<file path="config.mk">
export PLATFORM = sky130hd
export DESIGN_NAME = tga_rle_scanline_decoder
export DESIGN_NICKNAME = d
export VERILOG_FILES = /design/src/hw/rtl/trle_pkg.sv /design/src/hw/rtl/tga_rle_scanline_decoder.sv /design/src/hw/rtl/trle_front.sv /design/src/hw/rtl/trle_cmd_fifo.sv /design/src/hw/rtl/trle_back.sv
export VERILOG_INCLUDE_DIRS = /design/src /design/src/hw/rtl
export SDC_FILE = /design/constraint.sdc
export NUM_CORES = 1
export LEC_CHECK = 0
export BUFFER_PORTS_ARGS = -buffer_cell sky130_fd_sc_hd__buf_2
export CAP_MARGIN = 20
export CORE_UTILIZATION = 35
export CTS_BUF_LIST = sky130_fd_sc_hd__clkbuf_4 sky130_fd_sc_hd__clkbuf_8 sky130_fd_sc_hd__clkbuf_16
export CTS_CLUSTER_SIZE = 14
export DETAILED_ROUTE_END_ITERATION = 16
export PLACE_DENSITY = 0.59
export SLEW_MARGIN = 0
export SYNTH_ARGS = -nofsm -noshare
export SYNTH_HDL_FRONTEND = slang
export SYNTH_SLANG_ARGS = --single-unit
export TNS_END_PERCENT = 30
</file>
<file path="constraint.sdc">
create_clock -name clock -period 12.4 [get_ports clock]
set_input_delay 2.48 -clock clock [delete_from_list [all_inputs] [get_ports clock]]
set_output_delay 2.48 -clock clock [all_outputs]
set_load 0.02 [all_outputs]
</file>
<file path="src/hw/rtl/tga_rle_scanline_decoder_macros.svh">
// assertion macros for the tga run-length scan line decoder
`ifndef TGA_RLE_SCANLINE_DECODER_MACROS_SVH
`define TGA_RLE_SCANLINE_DECODER_MACROS_SVH

`ifndef ASSERT_OFF
// same-cycle implication
`define TRLE_ASSERT_IMPLIES(label, clk, rst, ante, cons) \
   label: assert property (@(posedge clk) disable iff (rst) (ante) |-> (cons)) \
      else $error("trle assertion failed");
// next-cycle implication
`define TRLE_ASSERT_NEXT(label, clk, rst, ante, cons) \
   label: assert property (@(posedge clk) disable iff (rst) (ante) |=> (cons)) \
      else $error("trle assertion failed");
`else
`define TRLE_ASSERT_IMPLIES(label, clk, rst, ante, cons)
`define TRLE_ASSERT_NEXT(label, clk, rst, ante, cons)
`endif

`endif

</file>
<file path="src/hw/rtl/trle_pkg.sv">
package trle_pkg;

   // configuration defaults and register indexes
   localparam int           DEF_MAX_PIXEL_BYTES = 4;
   localparam logic [2:0]   PIXEL_BYTES_RESET   = 3'd3;
   localparam logic [15:0]  LINE_LENGTH_RESET   = 16'd640;
   localparam logic         CSR_PIXEL_BYTES     = 1'b0;
   localparam logic         CSR_LINE_LENGTH     = 1'b1;

   // packet header fields
   localparam logic [7:0]   COUNT_MASK = 8'h7f;
   localparam logic [7:0]   RUN_FLAG   = 8'h80;

   // command queue depth
   localparam int           CMD_DEPTH  = 2;
   localparam int           CMD_PTR_W  = $clog2(CMD_DEPTH);
   localparam int           CMD_CNT_W  = $clog2(CMD_DEPTH + 1);

   typedef enum logic [1:0] {
      PH_HEADER,
      PH_RAW,
      PH_RUN,
      PH_SKIP
   } phase_type;

   typedef enum logic [1:0] {
      CMD_RAW,
      CMD_RUN,
      CMD_ERR
   } cmd_kind_type;

   typedef enum logic {
      BK_IDLE,
      BK_RUN
   } back_state_type;

   typedef struct packed {
      cmd_kind_type kind;
      logic [31:0]  pixel;
      logic [7:0]   count;
   } cmd_type;

   typedef struct packed {
      logic full;
      logic empty;
   } fifo_status_type;

   typedef struct packed {
      logic        idle;
      logic [15:0] line_done;
   } back_status_type;

endpackage

</file>
<file path="src/hw/rtl/tga_rle_scanline_decoder.sv">
// path: a raw pixel's command goes into the command queue, then into the output register
// throughput: one data byte per cycle unless the command queue is full; a run gives one pair result
// per cycle unless rsp_stall holds the output; a header byte is held off until the run expander and
// command queue are empty. reset: synchronous, active high; clears control state, pixel_bytes to 3
// and line_length to 640; no clearing pass
`include "tga_rle_scanline_decoder_macros.svh"

module tga_rle_scanline_decoder
   import trle_pkg::*;
#(
   parameter int MAX_PIXEL_BYTES = DEF_MAX_PIXEL_BYTES
) (
   input  logic        clock,
   input  logic        reset,
   input  logic        req_valid,
   output logic        req_stall,
   input  logic [7:0]  req_data_byte,
   output logic        rsp_valid,
   input  logic        rsp_stall,
   output logic [31:0] rsp_pixel_a,
   output logic [31:0] rsp_pixel_b,
   output logic [1:0]  rsp_pair_count,
   output logic        rsp_last_of_run,
   output logic        rsp_line_end,
   output logic        rsp_overflow_error,
   input  logic        csr_valid,
   output logic        csr_ready,
   input  logic        csr_index,
   input  logic [15:0] csr_data
);

   logic [2:0]      pixel_bytes_ff, pixel_bytes_in;
   logic [15:0]     line_length_ff, line_length_in;

   logic            cmd_push;
   cmd_type         cmd_wr;
   logic            cmd_pop;
   cmd_type         cmd_rd;
   fifo_status_type fifo_stat;
   back_status_type back_stat;

   // configuration registers
   assign csr_ready = 1'b1;

   always_comb begin
      pixel_bytes_in = pixel_bytes_ff;
      line_length_in = line_length_ff;
      if (csr_valid && csr_ready) begin
         unique case (csr_index)
            CSR_PIXEL_BYTES: pixel_bytes_in = csr_data[2:0];
            CSR_LINE_LENGTH: line_length_in = csr_data;
            default:         pixel_bytes_in = pixel_bytes_ff;
         endcase
      end
   end

   always_ff @(posedge clock) begin
      if (reset) begin
         pixel_bytes_ff <= PIXEL_BYTES_RESET;
         line_length_ff <= LINE_LENGTH_RESET;
      end else begin
         pixel_bytes_ff <= pixel_bytes_in;
         line_length_ff <= line_length_in;
      end
   end

   // byte parser and pixel assembler
   trle_front #(
      .MAX_PIXEL_BYTES(MAX_PIXEL_BYTES)
   ) u_front (
      .clock          (clock),
      .reset          (reset),
      .req_valid      (req_valid),
      .req_stall      (req_stall),
      .req_data_byte  (req_data_byte),
      .cfg_pixel_bytes(pixel_bytes_ff),
      .cfg_line_length(line_length_ff),
      .back_status    (back_stat),
      .fifo_status    (fifo_stat),
      .cmd_push       (cmd_push),
      .cmd_data       (cmd_wr)
   );

   // command queue between parser and expander
   trle_cmd_fifo u_fifo (
      .clock    (clock),
      .reset    (reset),
      .push     (cmd_push),
      .push_data(cmd_wr),
      .pop      (cmd_pop),
      .pop_data (cmd_rd),
      .status   (fifo_stat)
   );

   // run expander, line counter and output register
   trle_back u_back (
      .clock             (clock),
      .reset             (reset),
      .cfg_line_length   (line_length_ff),
      .cmd_data          (cmd_rd),
      .fifo_empty        (fifo_stat.empty),
      .cmd_pop           (cmd_pop),
      .back_status       (back_stat),
      .rsp_valid         (rsp_valid),
      .rsp_stall         (rsp_stall),
      .rsp_pixel_a       (rsp_pixel_a),
      .rsp_pixel_b       (rsp_pixel_b),
      .rsp_pair_count    (rsp_pair_count),
      .rsp_last_of_run   (rsp_last_of_run),
      .rsp_line_end      (rsp_line_end),
      .rsp_overflow_error(rsp_overflow_error)
   );

   // checks
   `TRLE_ASSERT_IMPLIES(a_no_push_when_full, clock, reset, cmd_push, !fifo_stat.full)
   `TRLE_ASSERT_IMPLIES(a_error_result_form, clock, reset, rsp_valid && rsp_overflow_error, (rsp_pair_count == 2'd0) && rsp_last_of_run && !rsp_line_end)
   `TRLE_ASSERT_IMPLIES(a_pair_same_pixel, clock, reset, rsp_valid && (rsp_pair_count == 2'd2), rsp_pixel_b == rsp_pixel_a)
   `TRLE_ASSERT_NEXT(a_pop_fills_output, clock, reset, cmd_pop, rsp_valid)

endmodule

</file>
<file path="src/hw/rtl/trle_front.sv">
module trle_front
   import trle_pkg::*;
#(
   parameter int MAX_PIXEL_BYTES = DEF_MAX_PIXEL_BYTES
) (
   input  logic            clock,
   input  logic            reset,
   input  logic            req_valid,
   output logic            req_stall,
   input  logic [7:0]      req_data_byte,
   input  logic [2:0]      cfg_pixel_bytes,
   input  logic [15:0]     cfg_line_length,
   input  back_status_type back_status,
   input  fifo_status_type fifo_status,
   output logic            cmd_push,
   output cmd_type         cmd_data
);

   localparam int BIP_W = (MAX_PIXEL_BYTES > 1) ? $clog2(MAX_PIXEL_BYTES) : 1;
   localparam int PB_W  = $clog2(MAX_PIXEL_BYTES + 1);

   phase_type          phase_ff, phase_in;
   logic [7:0]         left_ff, left_in;
   logic [BIP_W-1:0]   bip_ff, bip_in;
   logic [31:0]        asm_ff, asm_in;

   logic               ready;
   logic               accept;
   logic [PB_W-1:0]    eff_pb;
   logic [PB_W-1:0]    bip_cnt;
   logic               pixel_done;
   logic [31:0]        asm_next;
   logic [7:0]         hdr_count;
   logic               overrun;
   logic [7:0]         left_dec;

   // effective pixel size, clamped to 1..MAX_PIXEL_BYTES
   always_comb begin
      if (int'(cfg_pixel_bytes) > MAX_PIXEL_BYTES) begin
         eff_pb = PB_W'(MAX_PIXEL_BYTES);
      end else if (cfg_pixel_bytes == 3'd0) begin
         eff_pb = PB_W'(1);
      end else begin
         eff_pb = PB_W'(cfg_pixel_bytes);
      end
   end

   assign bip_cnt    = PB_W'(bip_ff) + PB_W'(1);
   assign pixel_done = (bip_cnt >= eff_pb);
   assign left_dec   = (left_ff != 8'd0) ? (left_ff - 8'd1) : 8'd0;

   // header decode and overrun check against the back end's line count
   assign hdr_count = (req_data_byte & COUNT_MASK) + 8'd1;
   assign overrun   = ({1'b0, back_status.line_done} + {9'd0, hdr_count})
                      > {1'b0, cfg_line_length};

   // byte lane insertion, bytes beyond the 32-bit pixel are dropped
   always_comb begin
      asm_next = asm_ff;
      for (int k = 0; k < 4; k++) begin
         if (int'(bip_ff) == k) begin
            asm_next[8*k +: 8] = asm_ff[8*k +: 8] | req_data_byte;
         end
      end
   end

   // headers wait for the back end to drain so the line count is final
   always_comb begin
      unique case (phase_ff)
         PH_HEADER:      ready = back_status.idle;
         PH_RAW, PH_RUN: ready = !fifo_status.full;
         PH_SKIP:        ready = 1'b1;
         default:        ready = 1'b0;
      endcase
   end

   assign req_stall = !ready;
   assign accept    = req_valid && ready;

   // next state and command generation
   always_comb begin
      phase_in       = phase_ff;
      left_in        = left_ff;
      bip_in         = bip_ff;
      asm_in         = asm_ff;
      cmd_push       = 1'b0;
      cmd_data.kind  = CMD_RAW;
      cmd_data.pixel = asm_next;
      cmd_data.count = left_ff;
      if (accept) begin
         unique case (phase_ff)
            PH_HEADER: begin
               bip_in = '0;
               if (overrun) begin
                  cmd_push       = 1'b1;
                  cmd_data.kind  = CMD_ERR;
                  cmd_data.pixel = '0;
                  cmd_data.count = '0;
                  left_in  = ((req_data_byte & RUN_FLAG) != 8'd0) ? 8'd1 : hdr_count;
                  phase_in = PH_SKIP;
               end else begin
                  left_in  = hdr_count;
                  asm_in   = '0;
                  phase_in = ((req_data_byte & RUN_FLAG) != 8'd0) ? PH_RUN : PH_RAW;
               end
            end
            PH_RAW, PH_RUN: begin
               if (pixel_done) begin
                  bip_in        = '0;
                  asm_in        = '0;
                  cmd_push      = 1'b1;
                  cmd_data.kind = (phase_ff == PH_RUN) ? CMD_RUN : CMD_RAW;
                  if (phase_ff == PH_RUN) begin
                     left_in  = 8'd0;
                     phase_in = PH_HEADER;
                  end else begin
                     left_in = left_dec;
                     if (left_dec == 8'd0) begin
                        phase_in = PH_HEADER;
                     end
                  end
               end else begin
                  bip_in = BIP_W'(bip_cnt);
                  asm_in = asm_next;
               end
            end
            PH_SKIP: begin
               if (pixel_done) begin
                  bip_in  = '0;
                  left_in = left_dec;
                  if (left_dec == 8'd0) begin
                     phase_in = PH_HEADER;
                  end
               end else begin
                  bip_in = BIP_W'(bip_cnt);
               end
            end
            default: phase_in = PH_HEADER;
         endcase
      end
   end

   // state register
   always_ff @(posedge clock) begin
      if (reset) begin
         phase_ff <= PH_HEADER;
      end else begin
         phase_ff <= phase_in;
      end
   end

   // packet and pixel assembly registers
   always_ff @(posedge clock) begin
      left_ff <= left_in;
      bip_ff  <= bip_in;
      asm_ff  <= asm_in;
   end

endmodule

</file>
<file path="src/hw/rtl/trle_cmd_fifo.sv">
module trle_cmd_fifo
   import trle_pkg::*;
(
   input  logic            clock,
   input  logic            reset,
   input  logic            push,
   input  cmd_type         push_data,
   input  logic            pop,
   output cmd_type         pop_data,
   output fifo_status_type status
);

   cmd_type                entry_ff [CMD_DEPTH];
   logic [CMD_PTR_W-1:0]   wr_ptr_ff, wr_ptr_in;
   logic [CMD_PTR_W-1:0]   rd_ptr_ff, rd_ptr_in;
   logic [CMD_CNT_W-1:0]   count_ff, count_in;

   assign status.empty = (count_ff == '0);
   assign status.full  = (count_ff == CMD_CNT_W'(CMD_DEPTH));
   assign pop_data     = entry_ff[rd_ptr_ff];

   // pointer and fill count update
   always_comb begin
      wr_ptr_in = wr_ptr_ff;
      rd_ptr_in = rd_ptr_ff;
      count_in  = count_ff;
      if (push) begin
         wr_ptr_in = (int'(wr_ptr_ff) == CMD_DEPTH - 1) ? '0 : wr_ptr_ff + 1'b1;
      end
      if (pop) begin
         rd_ptr_in = (int'(rd_ptr_ff) == CMD_DEPTH - 1) ? '0 : rd_ptr_ff + 1'b1;
      end
      if (push && !pop) begin
         count_in = count_ff + 1'b1;
      end else if (pop && !push) begin
         count_in = count_ff - 1'b1;
      end
   end

   always_ff @(posedge clock) begin
      if (reset) begin
         wr_ptr_ff <= '0;
         rd_ptr_ff <= '0;
         count_ff  <= '0;
      end else begin
         wr_ptr_ff <= wr_ptr_in;
         rd_ptr_ff <= rd_ptr_in;
         count_ff  <= count_in;
      end
   end

   // entry storage
   always_ff @(posedge clock) begin
      if (push) begin
         entry_ff[wr_ptr_ff] <= push_data;
      end
   end

endmodule

</file>
<file path="src/hw/rtl/trle_back.sv">
module trle_back
   import trle_pkg::*;
(
   input  logic            clock,
   input  logic            reset,
   input  logic [15:0]     cfg_line_length,
   input  cmd_type         cmd_data,
   input  logic            fifo_empty,
   output logic            cmd_pop,
   output back_status_type back_status,
   output logic            rsp_valid,
   input  logic            rsp_stall,
   output logic [31:0]     rsp_pixel_a,
   output logic [31:0]     rsp_pixel_b,
   output logic [1:0]      rsp_pair_count,
   output logic            rsp_last_of_run,
   output logic            rsp_line_end,
   output logic            rsp_overflow_error
);

   back_state_type state_ff, state_in;
   logic [15:0]    done_ff, done_in;
   logic [31:0]    run_px_ff, run_px_in;
   logic [7:0]     run_left_ff, run_left_in;

   logic           valid_ff, valid_in;
   logic [31:0]    pix_a_ff, pix_a_in;
   logic [31:0]    pix_b_ff, pix_b_in;
   logic [1:0]     cnt_ff, cnt_in;
   logic           last_ff, last_in;
   logic           lend_ff, lend_in;
   logic           err_ff, err_in;

   logic           load_ok;
   logic           go;
   cmd_kind_type   kind;
   logic [31:0]    src_px;
   logic [7:0]     src_left;
   logic           two;
   logic [7:0]     left_rem;
   logic [15:0]    d1_raw, d1, d2_raw, d2;
   logic           lend1, lend2;

   assign load_ok = !valid_ff || !rsp_stall;

   // source select: ongoing run or head of the queue
   always_comb begin
      if (state_ff == BK_RUN) begin
         kind     = CMD_RUN;
         src_px   = run_px_ff;
         src_left = run_left_ff;
         go       = load_ok;
         cmd_pop  = 1'b0;
      end else begin
         kind     = cmd_data.kind;
         src_px   = cmd_data.pixel;
         src_left = cmd_data.count;
         go       = load_ok && !fifo_empty;
         cmd_pop  = go;
      end
   end

   // pair size and line position after one and two pixels
   assign two      = (src_left >= 8'd2);
   assign left_rem = src_left - (two ? 8'd2 : 8'd1);
   assign d1_raw   = done_ff + 16'd1;
   assign lend1    = (d1_raw >= cfg_line_length);
   assign d1       = lend1 ? 16'd0 : d1_raw;
   assign d2_raw   = d1 + 16'd1;
   assign lend2    = (d2_raw >= cfg_line_length);
   assign d2       = lend2 ? 16'd0 : d2_raw;

   // result formation and run expansion
   always_comb begin
      state_in    = state_ff;
      done_in     = done_ff;
      run_px_in   = run_px_ff;
      run_left_in = run_left_ff;
      valid_in    = valid_ff && rsp_stall;
      pix_a_in    = pix_a_ff;
      pix_b_in    = pix_b_ff;
      cnt_in      = cnt_ff;
      last_in     = last_ff;
      lend_in     = lend_ff;
      err_in      = err_ff;
      if (go) begin
         valid_in = 1'b1;
         unique case (kind)
            CMD_ERR: begin
               pix_a_in = '0;
               pix_b_in = '0;
               cnt_in   = 2'd0;
               last_in  = 1'b1;
               lend_in  = 1'b0;
               err_in   = 1'b1;
               done_in  = '0;
            end
            CMD_RAW: begin
               pix_a_in = src_px;
               pix_b_in = '0;
               cnt_in   = 2'd1;
               last_in  = 1'b1;
               lend_in  = lend1;
               err_in   = 1'b0;
               done_in  = d1;
            end
            CMD_RUN: begin
               pix_a_in    = src_px;
               pix_b_in    = two ? src_px : 32'd0;
               cnt_in      = two ? 2'd2 : 2'd1;
               last_in     = (left_rem == 8'd0);
               lend_in     = lend1 || (two && lend2);
               err_in      = 1'b0;
               done_in     = two ? d2 : d1;
               run_px_in   = src_px;
               run_left_in = left_rem;
               state_in    = (left_rem != 8'd0) ? BK_RUN : BK_IDLE;
            end
            default: begin
               valid_in = 1'b0;
            end
         endcase
      end
   end

   assign back_status.idle      = (state_ff == BK_IDLE) && fifo_empty;
   assign back_status.line_done = done_ff;

   // control state
   always_ff @(posedge clock) begin
      if (reset) begin
         state_ff <= BK_IDLE;
         done_ff  <= '0;
         valid_ff <= 1'b0;
      end else begin
         state_ff <= state_in;
         done_ff  <= done_in;
         valid_ff <= valid_in;
      end
   end

   // run and output payload
   always_ff @(posedge clock) begin
      run_px_ff   <= run_px_in;
      run_left_ff <= run_left_in;
      pix_a_ff    <= pix_a_in;
      pix_b_ff    <= pix_b_in;
      cnt_ff      <= cnt_in;
      last_ff     <= last_in;
      lend_ff     <= lend_in;
      err_ff      <= err_in;
   end

   assign rsp_valid          = valid_ff;
   assign rsp_pixel_a        = pix_a_ff;
   assign rsp_pixel_b        = pix_b_ff;
   assign rsp_pair_count     = cnt_ff;
   assign rsp_last_of_run    = last_ff;
   assign rsp_line_end       = lend_ff;
   assign rsp_overflow_error = err_ff;

endmodule

</file>
Yosys cells after proc, flatten, opt, wreduce, memory -nomap -nowiden
Memories as Yosys holds them, arrays and structs flattened. A register that Yosys moved wholly into a read port is not among the register bits. Index checks and enable logic that the tools add are counted.

Multiplexer cells: 65. $mul: 0. Magnitude comparators: 6. Reductions and logical operators: 43. Divide/modulo/power cells: 0. Eq/ne operators: 12. $add $sub $neg: 11. Bitwise gates (word level): 6. Shift operators: 0.

Operator list (number): $pmux W32 S2 (3); $mux W32 (4); $mux W8 (11); $mux W42 (2); $mux W16 (3); $pmux W16 S3 (1); $mux W40 (1); $add A16 B1 Y16 const B (2); $ge A16 B16 Y1 (2); $or A8 B8 Y8 (4); $mux W2 (13); $pmux W8 S3 (1); $add A16 B8 Y17 (1); $gt A17 B16 Y1 (1); $logic_not A8 Y1 (2); $reduce_bool A8 Y1 (2); $mux W1 (15); $eq A2 B2 Y1 const B (6); $pmux W2 S3 (2); $reduce_and A2 Y1 (6); $add A7 B1 Y8 const B (1); $ge A8 B2 Y1 const B (1); $logic_not A2 Y1 (4); $pmux W2 S2 (2); 24 further kinds (53).

Bits of input ports: 30. Register bits: 194. Memories kept: 1. Logic and storage cells: 164. Bits in writable memories: 84. Latch bits: 0. Memory bits (read-only): 0.

Memories: u_fifo.entry_ff (depth 2, bits a word 42, rd ports 1, clocked after Yosys merged registers in 1, wr ports 1, line trle_cmd_fifo.sv:13) `cmd_type entry_ff [CMD_DEPTH];`.

Logic depth before layout (Yosys ltp)
Word-level depth: 11. Mapped depth: 29. Depth with buffers taken out: 26.

Hierarchy
Synthesis repeated with hierarchy kept, for this count alone.

Cell total of the unflattened synthesis: 1347. Area, all modules: 14980.6 sq um.

By module, submodules not included: trle_back (area an instance 7282.0 sq um, seq. area each 3633.5 sq um, instances 1, cells each 688); trle_front (area an instance 3638.5 sq um, seq. area each 1301.2 sq um, instances 1, cells each 421); trle_cmd_fifo (area an instance 3238.1 sq um, seq. area each 2622.5 sq um, instances 1, cells each 153); tga_rle_scanline_decoder (area an instance 822.0 sq um, seq. area each 380.4 sq um, instances 1, cells each 85).

Worst setup path after synthesis
No wires, ideal clock.

Kind: in2reg. From: input port req_data_byte[2]. To: memory u_fifo.entry_ff[0][0] (netlist bit), enable pin. Cell stages on the path: 19. Arrival time: 7.657 ns. Path buffers: 1. Path slack: 4.296 ns. Setup time: 0.447 ns. Cell sequence: clkbuf_1 xnor2_1 inv_1 ha_1 a21oi_1 o21ai_0 a21o_1 a21oi_1 nand2b_1 nor2b_1 xnor2_1 ha_1 and4_1 o31ai_1 a21oi_1 o221ai_1 a2111oi_0 or2_2 nor2b_1.

Word-level cells in the longest chain between the ends: 8.

Ends and longest elaborated chain: start: declaration (line tga_rle_scanline_decoder.sv:17) `input logic [7:0] req_data_byte,`; $add A7 B1 Y8 (line trle_front.sv:53) `assign hdr_count = (req_data_byte & COUNT_MASK) + 8'd1;`; $add A16 B8 Y17 (line trle_front.sv:54) `assign overrun = ({1'b0, back_status.line_done} + {9'd0, hdr_count})`; $gt A17 B16 Y1 (line trle_front.sv:55) `> {1'b0, cfg_line_length};`; $mux W1 (line trle_front.sv:94) `if (overrun) begin`; $pmux W1 S2 (line trle_front.sv:91) `unique case (phase_ff)`; $mux W1 (line trle_front.sv:90) `if (accept) begin`; net cmd_push (line tga_rle_scanline_decoder.sv:35) `logic cmd_push;`; $mux W1 (line trle_cmd_fifo.sv:54) `if (push) begin`; $mux W1 (not written as such) (line trle_cmd_fifo.sv:55) `entry_ff[wr_ptr_ff] <= push_data;`; end: declaration (line trle_cmd_fifo.sv:13).

The timed path passes the listed nets, and every way through them passes these cells.

Worst setup path in the final report
From: register u_back.done_ff[0]. To: register u_back.done_ff[14].

Word-level cells in the longest chain between the ends: 8.

Ends and longest elaborated chain: start: declaration (line trle_back.sv:22) `logic [15:0] done_ff, done_in;`; start signal: assignment (line trle_back.sv:137) `done_ff <= done_in;`; $add A16 B1 Y16 (*) (line trle_back.sv:66) `assign d1_raw = done_ff + 16'd1;`; $ge A16 B16 Y1 (line trle_back.sv:67) `assign lend1 = (d1_raw >= cfg_line_length);`; $mux W16 (*) (line trle_back.sv:68) `assign d1 = lend1 ? 16'd0 : d1_raw;`; $add A16 B1 Y16 (line trle_back.sv:69) `assign d2_raw = d1 + 16'd1;`; $ge A16 B16 Y1 (line trle_back.sv:70) `assign lend2 = (d2_raw >= cfg_line_length);`; $mux W16 (line trle_back.sv:71) `assign d2 = lend2 ? 16'd0 : d2_raw;`; $mux W16 (line trle_back.sv:114) `done_in = two ? d2 : d1;`; $pmux W16 S3 (*) (line trle_back.sv:88) `unique case (kind)`.

Every way passes the cells marked *; elsewhere a longest branch is shown, timed or not. A chain may end at the register's enable or synchronous reset.

==> impl_metrics.json <==
{
  "dp_hpwl_um": 23700,
  "hold_viol_final": 0,
  "clk_pin_slew_ns": 0.05,
  "timing.slew.headroom": 0.286,
  "reg2reg_to": "u_back.done_ff[14]$_SDFFE_PP0P_",
  "synth_edf_count": 235,
  "holdPathEnd": "line_length_ff[8]$_SDFFE_PP0P_",
  "synth_nets": 1424,
  "syn-cell-area_um2": 14200,
  "drtAntennaViolNets": 0,
  "drt-wirelength-per-cell_um": 17.3,
  "vias": 9959,
  "synth_top_area_cell": "edfxtp_1",
  "synth_cells": 1317,
  "regToRegSetupSlack_ns": 4.83,
  "tightest_slew_ns": 1.07,
  "hold_class": "flip-flop to flip-flop",
  "post-route-util": 0.410,
  "cts_resized": 0,
  "drtIter0Drc": 720,
  "synth_top_family_by_area": "simple AND/OR/NAND/NOR gates",
  "cts_tree": "built",
  "slew_viol_final": 0,
  "start_kind": "flip-flop",
  "firstDrtPassIters": 5,
  "grtUsageTotal": 0.165,
  "final_nets": 1506,
  "syn_to_final_growth_pct": 15.3,
  "r2r-start": "u_back.done_ff[0]$_SDFFE_PP0P_",
  "timing.final.crit_share": 0.611,
  "synthMuxAreaShare": 0.0354,
  "clkSinkCount": 279,
  "die_x_um": 203,
  "ys.flop_type": "edfxtp_1",
  "holdWs_ns": 0.453,
  "cp_max_fo": 32,
  "clock_skew_ns": 0.0209,
  "row_count": 73,
  "worstPathRequired_ns": 12.76,
  "crit_type": "flip-flop to flip-flop",
  "dieArea_um2": 41300,
  "cp.arrival_ns": 7.94,
  "synth-simple-area-share": 0.153,
  "insertion_delay_ns": 0.55,
  "grt_pass1_wl_um": 53400,
  "holdPathStages": 2,
  "grt_max_degree": 72,
  "tns_ns": 0,
  "ys_warn_count": 0,
  "gp_congestion": 0.852,
  "synth.avg_cell_area_um2": 10.8,
  "ys_async_sr_fraction": 0,
  "final_cell_mix": "edfxtp_1, nor2_1, a21oi_1",
  "core_area_um2": 39800,
  "drc": 0,
  "antenna_found_initial": 1,
  "final_common_cell": "edfxtp_1",
  "die_y_um": 203,
  "period_needed_ns": 7.57,
  "final_cell_area_um2": 16300,
  "cts_buffers": 34,
  "leakage_uw": 0.00636,
  "cts_hold_buf": 0,
  "rsz0062_at_grt": "no",
  "cts_setup_buffers": 0,
  "num_io_pins": 102,
  "setup_violations": 0,
  "ys_seq_area_frac": 0.560,
  "crit_path_end_kind": "flip-flop",
  "synth-compound-area-share": 0.101,
  "fmax_ghz": 0.132,
  "synth_xor_area_frac": 0.0346,
  "status": "finished clean",
  "hold_start": "line_length_ff[8]$_SDFFE_PP0P_",
  "synthAdderAreaFrac": 0.0690,
  "h-tree-depth": 2,
  "r2r_cells": 25,
  "synthTopCellsByArea": "edfxtp_1, ha_1, dfxtp_1",
  "placed_area_um2": 15200,
  "p_total_uw": 4400,
  "drt-total-wl_um": 33700,
  "grt_overflow": 0,
  "grt_pass1_vias": 9670,
  "num_antenna_cells": 0,
  "drive_gt1_frac": 0.146,
  "cts_root_buf": "clkbuf_16",
  "power_density_nw_per_um2": 269,
  "port_buffers": 100,
  "routed_via_density": 5.11,
  "start_util": 0.356,
  "clk_path_buf_depth": 3,
  "synth_top_area_frac": 0.498,
  "ir_drop_mv": 0.129,
  "synth-seq-cells": 279,
  "maxCapViolCount": 0,
  "synth.distinct_cells": 78
}
==> power by group <==
group	leakage, uW	internal (uW)	switching (uW)
Sequential	0.00255	1560	129
Clock	0.000561	600	401
Combinational	0.00324	527	1180
Total	0.00636	2690	1710
==> worst max path at each step <==
stage / depth (start not counted) / slack, ns / end / from
after detailed placement: 21 / 4.76 / u_fifo.entry_ff[0][36]$_DFFE_PP_ / req_data_byte[0]
after CTS: 25 / 5.02 / u_back.done_ff[14]$_SDFFE_PP0P_ / u_back.done_ff[0]$_SDFFE_PP0P_
after floorplan: 19 / 4.30 / u_fifo.entry_ff[0][0]$_DFFE_PP_ / req_data_byte[2]
after global routing: 25 / 4.46 / u_back.done_ff[14]$_SDFFE_PP0P_ / u_back.done_ff[0]$_SDFFE_PP0P_
final: 25 / 4.83 / u_back.done_ff[14]$_SDFFE_PP0P_ / u_back.done_ff[0]$_SDFFE_PP0P_
after global placement: 21 / 4.86 / u_fifo.entry_ff[0][40]$_DFFE_PP_ / req_data_byte[0]
==> cells by family after synthesis <==
group           Yosys count
other cells               1
simple gates            450
xor+xnor                 56
compound gates          239
buf+inv                 166
flops                   279
fa+ha+maj                77
mux                      49
==> cell usage after synthesis, types with 5 or more instances <==
| library cell | count |
|---|---|
| nor2b_1 | 18 |
| buf_1 | 19 |
| nand3b_1 | 11 |
| nor4_2 | 5 |
| mux2i_1 | 42 |
| o21ai_1 | 7 |
| or3_1 | 7 |
| buf_2 | 13 |
| a21oi_1 | 128 |
| xnor2_1 | 36 |
| nand2b_1 | 14 |
| inv_1 | 97 |
| nand2_1 | 81 |
| o31ai_1 | 5 |
| nor4_1 | 10 |
| o21ai_0 | 28 |
| o21a_1 | 5 |
| nor2_1 | 221 |
| edfxtp_1 | 235 |
| o22ai_1 | 11 |
| nand4_1 | 7 |
| dfxtp_1 | 44 |
| and3_1 | 8 |
| nor3_1 | 17 |
| xor2_1 | 20 |
| nand3_1 | 18 |
| clkbuf_1 | 29 |
| or2_2 | 5 |
| ha_1 | 75 |
| a21o_1 | 15 |
==> registers in the layout, summed over array words and instances, names as in the netlist, 2 cells and up, named ones only <==
| register | cells |
|---|---|
| u_back.rsp_pixel_b | 32 |
| u_fifo.entry_ff | 84 |
| u_back.rsp_pixel_a | 32 |
| u_back.run_left_ff | 8 |
| u_fifo.count_ff | 2 |
| u_back.done_ff | 16 |
| pixel_bytes_ff | 3 |
| line_length_ff | 16 |
| u_front.bip_ff | 2 |
| u_front.phase_ff | 2 |
| u_front.asm_ff | 32 |
| u_back.run_px_ff | 32 |
| u_front.left_ff | 8 |
| u_back.rsp_pair_count | 2 |
==> layout make-up <==
cell class / count / area, um^2
Sequential cell: 279 / 7940
Inverter: 99 / 372
Multi-Input combinational cell: 872 / 5590
Clock inverter: 20 / 228
Tap cell: 525 / 657
Fill cell: 3888 / 23500
Timing Repair Buffer: 113 / 631
Clock buffer: 42 / 923
==> metrics by stage <==
| stage | worst slack, ns | cells |
|---|---|---|
| 3_5_place_dp | 4.76 | 1887 |
| 2_1_floorplan | 4.30 | 1317 |
| 5_1_grt | 4.46 | 1950 |
| 4_1_cts | 5.02 | 1949 |
| 6_report | 4.83 | 1950 |
| 3_3_place_gp | 4.86 | 1886 |
==> routing by layer <==
layer	wire [um]	share of wire	GRT usage	vias up
met4	1060	0.031	0.0663	2
met1	16000	0.48	0.231	4815
met3	1950	0.058	0.0304	66
met5	13	0.00039	0	-
met2	14600	0.43	0.250	260
li1	-	-	-	4816
==> worst max-delay path, cell delays in order (launching register included) <==
cell,delay [ns]
dfxtp_1,0.74
ha_1,0.55
nand4_4,0.21
nor4_1,0.31
xnor2_1,0.30
inv_1,0.27
ha_1,0.26
a21o_1,0.15
a21o_1,0.16
a21oi_1,0.21
o211ai_1,0.13
buf_4,0.27
nor2_1,0.19
ha_1,0.25
o21ai_1,0.15
a221o_2,0.43
nor4_2,0.49
xnor2_1,0.14
ha_1,0.32
nand4_1,0.17
a2111oi_0,0.47
o21ai_0,0.35
nand2_1,0.42
nor2_1,0.13
a31oi_1,0.19
a311oi_1,0.12
Power figures use the tool's default switching activity.
